`src/gapp_pkg.sv`:
```
// ----------------------------------------------------------------------------
// gapp_pkg
// Shared types, constants and tables for the asian path payoff block.
// ----------------------------------------------------------------------------
package gapp_pkg;

  // configuration register indexes
  localparam logic [2:0] REG_INITIAL_PRICE   = 3'd0;
  localparam logic [2:0] REG_STRIKE_PRICE    = 3'd1;
  localparam logic [2:0] REG_DRIFT_PER_STEP  = 3'd2;
  localparam logic [2:0] REG_VOL_PER_STEP    = 3'd3;
  localparam logic [2:0] REG_DISCOUNT_FACTOR = 3'd4;
  localparam logic [2:0] REG_AVERAGE_SCALE   = 3'd5;
  localparam logic [2:0] REG_PATH_STEPS      = 3'd6;

  localparam int CfgIdxW  = 3;
  localparam int CfgDataW = 32;

  localparam logic [31:0] RST_INITIAL_PRICE   = 32'd6553600;
  localparam logic [31:0] RST_STRIKE_PRICE    = 32'd6553600;
  localparam logic [31:0] RST_DISCOUNT_FACTOR = 32'h8000_0000;

  localparam int ExpIterationsDef = 24;
  localparam int MaxExpIter       = 40;

  // ln 2 in Q.30
  localparam logic [29:0] LN2_Q30 = 30'd744261118;
  // floor(2^59 / LN2_Q30), reciprocal for the exponent split
  localparam logic [29:0] INV_LN2_Q59 = 30'd774541002;
  localparam logic [30:0] ONE_Q30 = 31'h4000_0000;
  localparam logic [31:0] U32_MAX = 32'hFFFF_FFFF;
  localparam logic [55:0] SUM_MAX = {56{1'b1}};

  // floor((2^32-1)/i), entry 0 unused
  localparam logic [31:0] RECIP [0:MaxExpIter] = '{
    32'd0,
    32'd4294967295, 32'd2147483647, 32'd1431655765, 32'd1073741823,
    32'd858993459,  32'd715827882,  32'd613566756,  32'd536870911,
    32'd477218588,  32'd429496729,  32'd390451572,  32'd357913941,
    32'd330382099,  32'd306783378,  32'd286331153,  32'd268435455,
    32'd252645135,  32'd238609294,  32'd226050910,  32'd214748364,
    32'd204522252,  32'd195225786,  32'd186737708,  32'd178956970,
    32'd171798691,  32'd165191049,  32'd159072862,  32'd153391689,
    32'd148102320,  32'd143165576,  32'd138547332,  32'd134217727,
    32'd130150524,  32'd126322567,  32'd122713351,  32'd119304647,
    32'd116080197,  32'd113025455,  32'd110127366,  32'd107374182
  };

  typedef enum logic [4:0] {
    ST_IDLE, ST_XMUL, ST_XADD, ST_KMUL, ST_KREM, ST_KCOR, ST_KFIX,
    ST_TMUL, ST_TREC, ST_TCHK, ST_TFIX,
    ST_PMUL, ST_PSHF, ST_SUM,
    ST_AHI, ST_ALO, ST_AVG, ST_DIFF, ST_PHI, ST_PLO, ST_PAY, ST_OUT
  } state_e;

  // operands of the shared multiplier
  typedef struct packed {
    logic               en;
    logic signed [32:0] a;
    logic signed [32:0] b;
  } mul_req_t;

endpackage

```
`src/gapp_mul.sv`:
```
// ----------------------------------------------------------------------------
// gapp_mul
// Shared 33 x 33 signed multiplier with a registered 64 bit product.
// ----------------------------------------------------------------------------
module gapp_mul (
  input  logic                clk_i,
  input  logic                rst_ni,
  input  gapp_pkg::mul_req_t  req_i,
  output logic [63:0]         prod_o
);

  logic signed [65:0] full;
  logic [63:0]        prod_q;

  assign full   = req_i.a * req_i.b;
  assign prod_o = prod_q;

  always_ff @(posedge clk_i or negedge rst_ni) begin
    if (!rst_ni) begin
      prod_q <= '0;
    end else if (req_i.en) begin
      prod_q <= full[63:0];
    end
  end

endmodule
```
`config.mk`:
```
export PLATFORM = sky130hd
export DESIGN_NAME = gapp_mul
export DESIGN_NICKNAME = d
export VERILOG_FILES = /design/src/gapp_pkg.sv /design/src/gapp_mul.sv
export SDC_FILE = /design/constraint.sdc
export NUM_CORES = 2
export LEC_CHECK = 0
export ABC_AREA = 1
export BUFFER_PORTS_ARGS = -buffer_cell sky130_fd_sc_hd__buf_2
export CAP_MARGIN = 20
export CORE_UTILIZATION = 60
export CTS_BUF_LIST = sky130_fd_sc_hd__clkbuf_4
export DETAILED_ROUTE_END_ITERATION = 8
export GPL_TIMING_DRIVEN = 0
export MAX_ROUTING_LAYER = met4
export PLACE_DENSITY = 0.8
export SYNTH_ARGS = -nofsm -noshare
export SYNTH_HDL_FRONTEND = slang
export SYNTH_SLANG_ARGS = --single-unit
```
`constraint.sdc`:
```
create_clock -name clk_i -period 0.8 [get_ports clk_i]
set_input_delay 0.04 -clock clk_i [delete_from_list [all_inputs] [get_ports clk_i]]
set_output_delay 0.04 -clock clk_i [all_outputs]
set_load 0.01 [all_outputs]
```
# == After elaboration in Yosys (flattened, before gate mapping) ==
# Cells that the tools add are included.
# totals
n_memories,0
rom_bits,0
mem_bits_rw,0
wordCells,2
latch_bits,0
out_inout_bits,64
reg_bits,64
# op_classes
order_cmp,0
multipliers,1
reduce_logical,0
muxes,0
n_eq_ne,0
add_sub_neg,0
bitwise_logic,0
n_div,0
n_shift,0
# op_table
operator,count
$mul 33x33->64,1

# == Depth between registers and ports, before layout ==
# depth
ltp_word,1
ltp_mapped,35
mapped_depth_nobuf,33

# == Least setup slack after synthesis ==
# OpenSTA, ideal clock, no wires.
# synth_timing
kind,input-to-reg
start,input port req_i[65] in the netlist's numbering
end,register prod_q[57] (netlist: prod_o[57])
path_stages,26
t_required_ns,0.682
n_path_buf,2
arrival_ns,7.048
path_slack_ns,-6.366
cell_sequence,clkbuf_1 > clkbuf_1 > nand2_1 > inv_1 > fa_1 > fa_1 > fa_1 > inv_1 > fa_1 > inv_1 > fa_1 > fa_1 > inv_1 > fa_1 > fa_1 > inv_1 > ha_1 > nand2_2 > nor2_1 > inv_1 > nor4_2 > o21ai_1 > nand3_1 > nand2_1 > nand3_1 > nand2_1
# synth_via
elab_chain_cells,1
# synth_lines
item,line_no,text
from (decl),gapp_mul.sv:8,"input gapp_pkg::mul_req_t req_i,"
$mul 33x33->64,gapp_mul.sv:15,assign full = req_i.a * req_i.b;
to (signal assigned),gapp_mul.sv:22,prod_q <= full[63:0];
to (decl),gapp_mul.sv:13,logic [63:0] prod_q;
# No other way between the ends.
# A chain may end at the register's enable or synchronous reset.

# == Worst setup path after layout ==
# layout_timing
start,input port req_i[47] in the netlist's numbering
end,register prod_q[41] (netlist: prod_o[41])
# The elaborated chain is that of the path after synthesis.

==> impl_metrics.env <==
export IMPL_routabilityCongestion=1.10
export IMPL_synth_avg_cell_area_um2=7.82
export IMPL_core_area_um2=70400
export IMPL_status="finished with violations"
export IMPL_clk_insertion_delay_late_ns=0.50
export IMPL_grt_max_degree=65
export IMPL_drc_errors=0
export IMPL_setup_viol=128
export IMPL_clkTransAtPathRegs_ns=0.17
export IMPL_violations="negative hold slack, negative setup slack"
export IMPL_syn_nets=6889
export IMPL_htree_levels=3
export IMPL_die_w_um=269
export IMPL_drv_cap=0
export IMPL_syn_inst=5483
export IMPL_firstDrtPassIters=9
export IMPL_cts_root_buffer="clkbuf_4"
export IMPL_gr_total_overflow=0
export IMPL_syn_area_um2=42900
export IMPL_crit_family="adder cells"
export IMPL_worst_setup_path_end_kind="flip-flop"
export IMPL_cts_tree="yes"
export IMPL_initial_core_util_pct=60.9
export IMPL_cp_data_required_time_ns=1.21
export IMPL_viasPerCell=5.98
export IMPL_drt_initial_drc_count=5032
export IMPL_final_nets=7289
export IMPL_grt_pass1_wl_um=269000
export IMPL_final_cell_mix="inv_1, nand2_1, fa_1, buf_4, inv_2"
export IMPL_ios=133
export IMPL_drive_above_1_share_pct=26.6
export IMPL_hold_slack_ns=-0.362
export IMPL_path_class="in -> reg"
export IMPL_place_hpwl_um=141000
export IMPL_fin_crit_sh_pct=829
export IMPL_slowest_delay_ns=0.67
export IMPL_grt_setup_unrepaired="true"
export IMPL_place_ws_ns=-7.55
export IMPL_start_kind="input port"
export IMPL_area_delta_synth_final_pct=31.3
export IMPL_portBuffers=67
export IMPL_synth_seq_cells=64
export IMPL_yosysSeqAreaShare_pct=3.74
export IMPL_cts_buffers=9
export IMPL_hold_viol=64
export IMPL_crit_buf_inv=6
export IMPL_synth_edf_count=0
export IMPL_cp_common_cell="fa_1"
export IMPL_final_setup_skew_ns=0
export IMPL_ys_types=36
export IMPL_synth_main_ff_cell="dfrtp_1"
export IMPL_row_count=97
export IMPL_antenna_found_initial=9
export IMPL_critPathSlowestCell="fa_2"
export IMPL_track_usage_pct=53.3
export IMPL_holdBufCountCts=3
export IMPL_ant_nets=0
export IMPL_slew_violations=0
export IMPL_routedWlPerCell_um=28.6
export IMPL_hold_class="in -> async"
export IMPL_tightest_slew_ns=0.907
export IMPL_cts_sinks=64
export IMPL_fmax_mhz=151
export IMPL_layout_commonest_cell="inv_1"
export IMPL_arrival_ns=7.05
export IMPL_synthArstFlopShare_pct=100
export IMPL_fp_dieArea_um2=72500
export IMPL_slew_limit_headroom_pct=39.5
export IMPL_die_h_um=269
export IMPL_fin_ws_ns=-5.84
export IMPL_fin_crit_ns=6.64
export IMPL_num_vias=40900
export IMPL_clock_path_buffers=2
export IMPL_crit_path_max_fanout=10
export IMPL_grt_pass1_vias=41400
export IMPL_finalWirelength_um=196000
export IMPL_yosys_warnings=0
export IMPL_largest_register_ffs=64
## cells by family after synthesis
kind of cell	share of synthesized area [%]
fa+ha+maj	58.7
simple gates	16.8
buf+inv	18.0
xor+xnor	0.511
compound gates	2.26
flops	3.74
## stage by stage
step | hold slack [ns] | area, um2 | TNS [ns] | util [%] | cells
after floorplan | -0.256 | 44100 | -298.83 | - | 5483
after global placement | 0.454 | 45600 | -438.30 | 64.8 | 6490
after detailed placement | 0.197 | 45600 | -400.68 | 64.8 | 6491
after CTS | -0.317 | 53800 | -309.69 | 76.4 | 6703
after global routing | -0.286 | 56300 | -334.93 | 80.0 | 6836
final | -0.362 | 56300 | -327.69 | 80.0 | 6837
## Yosys cell counts (4+ instances only)
master / number / area (um2)
nor2_1: 165 / 619
nand3_1: 112 / 561
nor2_2: 6 / 37.5
nand4_1: 20 / 125
xnor2_1: 17 / 149
o21ai_0: 54 / 270
inv_1: 1778 / 6670
a31oi_1: 10 / 62.6
dfrtp_1: 64 / 1600
ha_1: 212 / 2650
o21bai_1: 13 / 97.6
nand3_2: 6 / 60.1
o21ai_1: 9 / 45.0
nand2_2: 4 / 25.0
nor3_1: 10 / 50.1
clkbuf_1: 274 / 1030
or2_2: 12 / 75.1
nand2_1: 1482 / 5560
fa_1: 1125 / 22500
xor2_1: 8 / 70.1
a21oi_1: 79 / 395
## metal layers
metal / part of all wire [%] / track usage [%]
met1: 32 / 62.0
met2: 41 / 75.9
met3: 16 / 20.1
met4: 11 / 37.5
met5: 0 / -
## area by class of cell
type,count,area (um2)
repair buffers,389,3480
inverters,1780,6730
diodes,10,25.0
plain buffers,276,5120
clock buffers,9,67.6
clock inverters,6,61.3
well taps,940,1180
multi-input cells,3363,38000
fillers,4353,14100
flip-flops and latches,64,1600
## worst register-to-register path, stage by stage (launching register included)
cell and delay (ns):
dfrtp_1 0.58, buf_4 0.18, nand2_1 0.07, o31ai_2 0.11
## path summary, 6_finish.rpt
path                       cells past startpoint                     end  slack (ns)                   start
max                                           26  prod_o[41]$_DFFE_PN0P_       -5.84               req_i[47]
min                                            1  prod_o[38]$_DFFE_PN0P_       -0.36                  rst_ni
max reg2reg                                    3  prod_o[27]$_DFFE_PN0P_       -0.22  prod_o[27]$_DFFE_PN0P_
min reg2reg                                    2  prod_o[51]$_DFFE_PN0P_        0.49  prod_o[51]$_DFFE_PN0P_
max in group asynchronous                      1  prod_o[61]$_DFFE_PN0P_        0.54                  rst_ni
min in group clk_i                             5  prod_o[20]$_DFFE_PN0P_        0.18               req_i[66]
## timing repair
item,4_1_cts,5_1_grt
setup buffers,187,123
gates resized for setup,1405,469
endpoints found under the setup margin,128,127
cloned,8,4
hold endpoints to repair,67,64
pin swaps,286,348
Power is left out: the tool's default activity adds up to more than one toggle a clock period on the data nets, which glitch-free logic cannot reach.
